==> config.mk <==
export PLATFORM = sky130hd
export DESIGN_NAME = ole_cell
export DESIGN_NICKNAME = d
export VERILOG_FILES = /design/src/rtl/ole_pkg.sv /design/src/rtl/ole_cell.sv
export SDC_FILE = /design/constraint.sdc
export NUM_CORES = 1
export LEC_CHECK = 0
export BUFFER_PORTS_ARGS = -buffer_cell sky130_fd_sc_hd__buf_2
export CAP_MARGIN = 20
export CORE_MARGIN = 2
export CORE_UTILIZATION = 47
export CTS_BUF_LIST = sky130_fd_sc_hd__clkbuf_8 sky130_fd_sc_hd__clkbuf_16
export DETAILED_ROUTE_END_ITERATION = 10
export PLACE_DENSITY_LB_ADDON = 0.15
export SETUP_SLACK_MARGIN = 0.5
export SYNTH_ARGS = -nofsm -noshare
export SYNTH_HDL_FRONTEND = slang
export SYNTH_SLANG_ARGS = --single-unit
==> constraint.sdc <==
create_clock -name i_clk -period 9.45 [get_ports i_clk]
set_input_delay 2.835 -clock i_clk [delete_from_list [all_inputs] [get_ports i_clk]]
set_output_delay 2.835 -clock i_clk [all_outputs]
set_load 0.02 [all_outputs]
==> src/rtl/ole_pkg.sv <==
// Package of shared types and codes for the ordered list engine.
package ole_pkg;

    typedef enum logic [3:0] {
        K_INS_HEAD = 4'd0,
        K_INS_TAIL = 4'd1,
        K_INS_AT   = 4'd2,
        K_DEL_HEAD = 4'd3,
        K_DEL_TAIL = 4'd4,
        K_DEL_AT   = 4'd5,
        K_SEARCH   = 4'd6,
        K_REVERSE  = 4'd7,
        K_SORT     = 4'd8,
        K_COUNT    = 4'd9,
        K_CLEAR    = 4'd10,
        K_DUMP     = 4'd11
    } t_kind;

    typedef enum logic [2:0] {
        ST_OK       = 3'd0,
        ST_EMPTY    = 3'd1,
        ST_BELOW    = 3'd2,
        ST_BEYOND   = 3'd3,
        ST_FULL     = 3'd4,
        ST_NOTFOUND = 3'd5,
        ST_SHORT    = 3'd6
    } t_status;

    // Operation that every cell performs.
    typedef enum logic [2:0] {
        OP_HOLD   = 3'd0,
        OP_SHR    = 3'd1, // the cell at the index takes din, cells above it take the left neighbour
        OP_SHL    = 3'd2, // cells at or above the index take the right neighbour
        OP_ROTL   = 3'd3, // the first idx cells rotate towards the head
        OP_SORTEV = 3'd4, // compare-exchange on even pairs
        OP_SORTOD = 3'd5, // compare-exchange on odd pairs
        OP_REVSH  = 3'd6  // cells below index-1 take the right neighbour, cell index-1 takes head
    } t_cell_op;

    typedef struct packed {
        t_cell_op    op;
        logic [6:0]  idx;
        logic [31:0] din;
    } t_cell_ctl;

    typedef enum logic [2:0] {
        S_IDLE,
        S_WORK,
        S_SCAN,
        S_OUT
    } t_state;

endpackage

==> src/rtl/ole_cell.sv <==
// One storage cell of the list row with its local shift and compare-exchange logic.
module ole_cell #(
    parameter int IDX = 0
) (
    input  logic                i_clk,
    input  ole_pkg::t_cell_ctl  i_ctl,
    input  logic [31:0]         i_left,
    input  logic [31:0]         i_right,
    input  logic [31:0]         i_head,
    output logic [31:0]         o_data
);
    logic [31:0] r_data;
    logic [31:0] n_data;
    logic [6:0]  w_me;
    logic        w_lo_gt;
    logic        w_my_gt;

    assign w_me    = 7'(IDX);
    // Signed compares with the neighbour; lower cell of a pair keeps the minimum.
    assign w_my_gt = $signed(r_data) > $signed(i_right);
    assign w_lo_gt = $signed(i_left) > $signed(r_data);

    always_comb begin
        n_data = r_data;
        unique case (i_ctl.op)
            ole_pkg::OP_HOLD: n_data = r_data;
            ole_pkg::OP_SHR: begin
                if (w_me == i_ctl.idx) n_data = i_ctl.din;
                else if (w_me > i_ctl.idx) n_data = i_left;
            end
            ole_pkg::OP_SHL: begin
                if (w_me >= i_ctl.idx) n_data = i_right;
            end
            ole_pkg::OP_ROTL: begin
                if (w_me + 7'd1 < i_ctl.idx) n_data = i_right;
                else if (w_me + 7'd1 == i_ctl.idx) n_data = i_head;
            end
            ole_pkg::OP_SORTEV, ole_pkg::OP_SORTOD: begin
                if ((w_me[0] == (i_ctl.op == ole_pkg::OP_SORTOD))
                    && (w_me + 7'd1 < i_ctl.idx)) begin
                    if (w_my_gt) n_data = i_right;
                end else if ((w_me[0] != (i_ctl.op == ole_pkg::OP_SORTOD))
                             && (w_me != 7'd0) && (w_me < i_ctl.idx)) begin
                    if (w_lo_gt) n_data = i_left;
                end
            end
            ole_pkg::OP_REVSH: begin
                if (w_me + 7'd1 < i_ctl.idx) n_data = i_right;
                else if (w_me + 7'd1 == i_ctl.idx) n_data = i_head;
            end
            default: n_data = r_data;
        endcase
    end

    always_ff @(posedge i_clk) begin
        r_data <= n_data;
    end

    assign o_data = r_data;
endmodule

Yosys cells after proc, flatten, opt, wreduce, memory -nomap -nowiden
Index checks and enable logic that the tools add are counted.
{ "totals": {"output_inout_bits": 32, "mem_count": 0, "inputBits": 139, "rom_bits": 0, "mem_bits_rw": 0, "elab_cells": 32, "regBits": 32, "latch_bits": 0} }
{ "classes": {"n_eq_ne": 12, "muxes": 8, "shift": 0, "reduce_logical": 6, "n_addsub": 0, "n_bitwise": 1, "order_cmp": 4, "n_mul": 0, "n_div": 0} }
{ "op_table": {"columns": ["op", "count"], "rows": [
  ["32-bit two-way mux", 7],
  ["32-bit case mux with 4 select lines", 1],
  ["32-bit greater-than comparator", 1],
  ["3-bit == test, second input constant", 3],
  ["1-bit by 7-bit == test with 1-bit output, first input constant", 1],
  ["1-bit by 7-bit greater-or-equal comparator with 1-bit output, first input constant", 1],
  ["1-bit by 7-bit greater-than comparator with 1-bit output, first input constant", 1],
  ["7-bit logical NOT", 1],
  ["1-bit by 7-bit < comparator with 1-bit output, first input constant", 1],
  ["3-bit by 2-bit == test with 1-bit output, second input constant", 2],
  ["2-bit inequality test, second input constant", 3],
  ["6-bit AND reduction", 1],
  ["4-bit nonzero test", 1],
  ["2-bit OR reduction", 2],
  ["3-bit by 1-bit == test with 1-bit output, second input constant", 1],
  ["3-bit by 1-bit inequality test with 1-bit output, second input constant", 1],
  ["3-bit inequality test, second input constant", 1],
  ["1-bit logical AND", 1],
  ["1-bit inverter", 1]
]} }

Logic depth before layout (Yosys ltp)
{ "depth": {"ltp_word": 5, "ltp_mapped": 8, "depth_no_buf": 8} }

Least setup slack after synthesis
Ideal clock, no wire load.
{ "synth_timing": {"kind": "input -> register", "from": "in i_right[17]", "to": "reg r_data[0] (netlist: o_data[0]) (enable)", "setup_slack_ns": 3.803, "setup_time_ns": 0.394, "t_required_ns": 9.056, "arrival_ns": 5.253, "path_stages": 8, "n_path_buf": 0, "path_cell_list": "inv_1 -> ha_1 -> a21oi_1 -> o21ai_1 -> a221o_1 -> a211o_1 -> or4b_1 -> nand3_1"} }
{ "synth_via": {"elab_chain_len": 3} }
{ "synth_rtl": {"columns": ["element", "line_no", "rtl"], "rows": [
  ["start, declared", "ole_cell.sv:8", "input logic [31:0] i_right,"],
  ["32-bit greater-than comparator", "ole_cell.sv:20", "assign w_my_gt = $signed(r_data) > $signed(i_right);"],
  ["2-bit inequality test (no source line)", null, null],
  ["6-bit AND reduction (no source line)", null, null],
  ["end signal, assigned", "ole_cell.sv:56", "r_data <= n_data;"],
  ["end, declared", "ole_cell.sv:12", "logic [31:0] r_data;"]
]} }
No other way between the ends.
A chain may end at the register's enable or synchronous reset.

Final worst setup path
{ "layout_timing": {"from": "in i_ctl[37] (netlist bit)", "to": "reg r_data[19] (netlist: o_data[19]) (enable)"} }
{ "layout_via": {"elab_chain_len": 4} }
{ "layout_rtl": {"columns": ["element", "line_no", "rtl"], "rows": [
  ["start, declared", "ole_cell.sv:6", "input ole_pkg::t_cell_ctl i_ctl,"],
  ["1-bit by 7-bit < comparator with 1-bit output", "ole_cell.sv:35, ole_cell.sv:40, ole_cell.sv:48", null],
  ["1-bit logical AND", "ole_cell.sv:40", "&& (w_me + 7'd1 < i_ctl.idx)) begin"],
  ["2-bit inequality test (no source line)", null, null],
  ["6-bit AND reduction (no source line) *", null, null]
]} }
Mark *: on every way between the ends. The rest lies on a longest branch, timed or not.

==> results by stage <==
STA:
- In the finished design, the share of the clock period the worst path needs comes to 0.6000.
- At the pin with the least slew margin, the transition time is 0.8754 ns.
- The achievable clock frequency is 176.4 MHz.
- For the final routed database, the setup TNS stands at 0 ns.
- The number of endpoints failing setup at the final stage is 0.
- The max-slew headroom at the worst pin is 0.4151.
- Setup repair after global routing left no endpoint under its margin.
- The number of failing hold endpoints at the final stage is 0.
- After layout, the minimum clock period comes to 5.670 ns.
- The final number of max-transition violations came to 0.
- Across the routed clock network, the largest skew measured is 0.009392 ns.

Layout:
- For this run, the share of the core covered by cells in the final layout is 0.6721.
- Leaving out fill and tap cells, the most frequent cells in the layout are sky130_fd_sc_hd__buf_2, sky130_fd_sc_hd__nand2_1, sky130_fd_sc_hd__a21oi_1.
- The sequential standard cell area is 960.9 um2.
- The register with the most flip-flops in the layout has 32 of them.
- The library cell used most frequently in the layout, excluding fill and tap cells, is sky130_fd_sc_hd__buf_2.
- The fill cell instance count of the final layout is 490.
- The number of antenna cells inserted is 0.
- After the last flow step, the layout net total stands at 647.
- The proportion of layout cells with a drive suffix above 1 is 0.3962.
- The multi-input gate area in the final layout is between 1500 and 2000 um2.
- The area growth from synthesis to layout is 36.76%.

Global routing:
- The overall track demand over capacity in global routing is 0.2565.
- The first-pass GRT wire length is roughly 13000 um.
- The initial antenna violation count is 0.
- The largest net degree at the start of global routing is 34.
- Global routing finished with a remaining overflow of 0.
- The via count of the first global-routing pass is 2803.

Routing:
- The number of remaining DRC errors is 0.
- Dividing the detail-routed wire length by the instance count gives between 10 and 15 um.
- In this run the remaining antenna-violating nets after routing total 0.
- The via count normalized by instance count is 5.439.
- The detailed-route wire length is just under 8000 um.
- In this run, the number of DRC markers left after iteration 0 of detailed routing was around 160.
- The first-pass iteration count of the detailed router is 4.
- The number of vias in the routed layout is 2986.

Worst setup path:
- The worst setup path is of the input pin to register kind.
- The reg-to-reg setup timing slack is 6.27 ns.
- Traced cell by cell, the critical path runs through buf_2, nor4_4, nand3b_2, mux2_2, o21ai_2, or4b_1, nand3_2.
- The critical-path cell with the highest stage delay is sky130_fd_sc_hd__nand3_2.
- On the worst path, the slowest cell contributes a delay of roughly 0.6 ns.
- The count of buffering cells on the critical path with inverters included is 1.
- The sort of element at the end of the critical path is a register.
- The required time of the critical path is 9.36 ns.
- The launching element type of the critical path is an input pin.
- Along the worst path, the maximum fanout reaches 33.
- The cell class contributing the biggest share of worst-path delay is simple AND/OR/NAND/NOR gates.
- The arrival time at the worst endpoint is 5.58 ns.

Power:
- Summed over all nets, the switching power comes to 0.0001779 W.
- The share of total power consumed by net switching is 0.3566.
- The peak supply drop is around 0.063 mV.
- The portion of total power attributed to combinational logic is 0.384.
- Dividing total power by cell area gives a power density of approximately 130 nW/um2.
- The clock network fraction of total power is 0.205.
- Of the total power, registers draw 0.411.
- The leakage power summed over all cells is 1.934 nW.
- The total internal power is around 0.00032 W.

Floorplanning:
- The effective utilization at floorplan is 0.4914.
- During I/O placement, the number of pins put on the boundary was 171.
- The horizontal extent of the die is ~80 um.
- In this run the vertical extent of the chip is 80.11 um.
- The number of placement rows is 27.
- The full die area is 6418 um2.
- The core box area is 5540 um2.

Job:
- Across the run, the number of max-cap violations was 0.

Synthesis:
- The number of nets in the synthesized netlist is 484.
- Dividing the synthesized area by the synthesized cell count gives 8.698 um2.
- The flip-flop and latch count after synthesis is 32.
- Synthesis instantiated 40 different standard cells from the library.
- The mapped cell area is around 2700 um2.
- The number of instances in the synthesized netlist is around 310.
- During synthesis, Yosys emitted a total of 0 warnings.
- The part of the Yosys area used for sequential elements is 0.3529.

Hold path:
- The worst hold path belongs to the class register to register.

Clock network:
- Clock latency on the worst-skew pair, taken at its later pin, is 0.29 ns.
- The number of sinks handled by clock tree synthesis is 32.
- CTS placed an instance of sky130_fd_sc_hd__clkbuf_8 at the clock tree root.
- The clock transition at the register clock pins on the worst setup and hold paths after CTS is 0.07 ns.
- For this design, the CTS-stage hold fixing added 0 buffers.
- In this run, post-CTS repair resized a total of 0 instances.
- The TritonCTS clock tree is built.
- The buffer levels on the longest clock path is 2.
- The depth of the CTS H-tree is 2.
- Once the clock tree was built, the setup fixing pass inserted 0 buffers.
- The number of buffers created by CTS is 5.

Placement:
- The congestion estimate from routability-driven global placement came to approximately 0.87.
- After legalization and detailed placement, the total HPWL measured between 6000 and 7000 um.
- The count of buffers from port buffering is 170.

Outcome:
- The run finished with clean final reports.
==> worst register-to-register path, stage by stage, from the launching register on <==
cell and delay (ns):
sky130_fd_sc_hd__edfxtp_1 0.41, sky130_fd_sc_hd__ha_1 0.38, sky130_fd_sc_hd__nand4_1 0.15, sky130_fd_sc_hd__nor3_1 0.36, sky130_fd_sc_hd__nand3_1 0.18, sky130_fd_sc_hd__or3_1 0.41
sky130_fd_sc_hd__o2111ai_1 0.11, sky130_fd_sc_hd__nand3_2 0.66
==> worst paths after layout <==
path	start	to	cells after the start
worst max-delay path	i_ctl[37]	o_data[19]$_DFFE_PP_	7
worst max register to register	o_data[31]$_DFFE_PP_	o_data[19]$_DFFE_PP_	7
worst min register to register	o_data[31]$_DFFE_PP_	o_data[1]$_DFFE_PP_	3
worst min-delay path	o_data[31]$_DFFE_PP_	o_data[1]$_DFFE_PP_	3
==> power by group through the flow <==
stage	sequential [W]	clock (W)	combinational [W]
after detailed placement	0.000208	0	0.000192
after floorplan	0.000237	0	0.0000827
final	0.000205	0.000102	0.000192
after CTS	0.000205	0.000105	0.000193
after global routing	0.000208	0.000113	0.000215
after global placement	0.000207	0	0.000189
==> cells in the mapped netlist (all sizes together) <==
library cell	n	area share
nand4	4	0.0092
o21ai	5	0.011
mux2	1	0.0041
a21o	2	0.0055
o22ai	1	0.0023
a211o	1	0.0032
o211ai	1	0.0028
and4	1	0.0032
clkbuf	11	0.015
a221o	33	0.12
or4b	1	0.0037
a21oi	45	0.083
and3	3	0.0069
nor2	5	0.0078
or4	1	0.0028
a221oi	1	0.0032
nand3	4	0.0074
a211oi	1	0.0028
or3	1	0.0023
nor4	1	0.0078
o21a	1	0.0028
and3b	1	0.0032
ha	32	0.15
nor3	1	0.0018
nand2b	1	0.0023
a311oi	1	0.0032
maj3	1	0.0037
nor2b	1	0.0023
a31oi	1	0.0023
edfxtp	32	0.35
nand3b	1	0.0041
buf	6	0.011
and2	1	0.0032
nand2	74	0.10
inv	34	0.047
o2111ai	1	0.0032
xor2	1	0.0032
==> area by class of cell <==
| type | count | share of cell area |
|---|---|---|
| Tap cell | 72 | 0.02419 |
| Timing Repair Buffer | 173 | 0.2366 |
| Multi-Input combinational cell | 230 | 0.4247 |
| Clock inverter | 3 | 0.003696 |
| Clock buffer | 5 | 0.01848 |
| Inverter | 34 | 0.03427 |
| Sequential cell | 32 | 0.2581 |
==> kinds of logic (layout without fill, tap and decap cells) <==
family                   count (synthesis)  after routing  synth area share
AO/OA/AOI/OAI                           94             94            0.2459
XOR/XNOR                                 1              1          0.003217
adder cells (fa/ha/maj)                 33             33            0.1507
buffers and inverters                   51            215           0.07307
flip-flops                              32             32            0.3529
multiplexers                             1              1          0.004136
AND/OR/NAND/NOR                        101            101            0.1700
==> metrics by stage <==
step / hold slack [ns] / total power (W) / instances / area, um2 / setup slack, ns
4_1_cts: 1.587 / 0.0005028 / 548 / 3709 / 3.633
2_1_floorplan: 1.810 / 0.0003197 / 313 / 2723 / 3.803
3_3_place_gp: 1.553 / 0.0003958 / 540 / 3626 / 3.418
3_5_place_dp: 1.577 / 0.0003999 / 540 / 3626 / 3.320
6_report: 1.556 / 0.0004990 / 549 / 3724 / 3.780
5_1_grt: 1.722 / 0.0005358 / 549 / 3724 / 3.540
==> metal layers <==
| layer | vias up | wire [um] | GRT usage |
|---|---|---|---|
| met5 | - | 0 | 0 |
| met1 | 1342 | 3287 | 0.3260 |
| met2 | 152 | 3804 | 0.4192 |
| met4 | 0 | 119 | 0.1102 |
| met3 | 9 | 698 | 0.05618 |
| li1 | 1483 | - | - |
(Power assumes the default switching activity.)
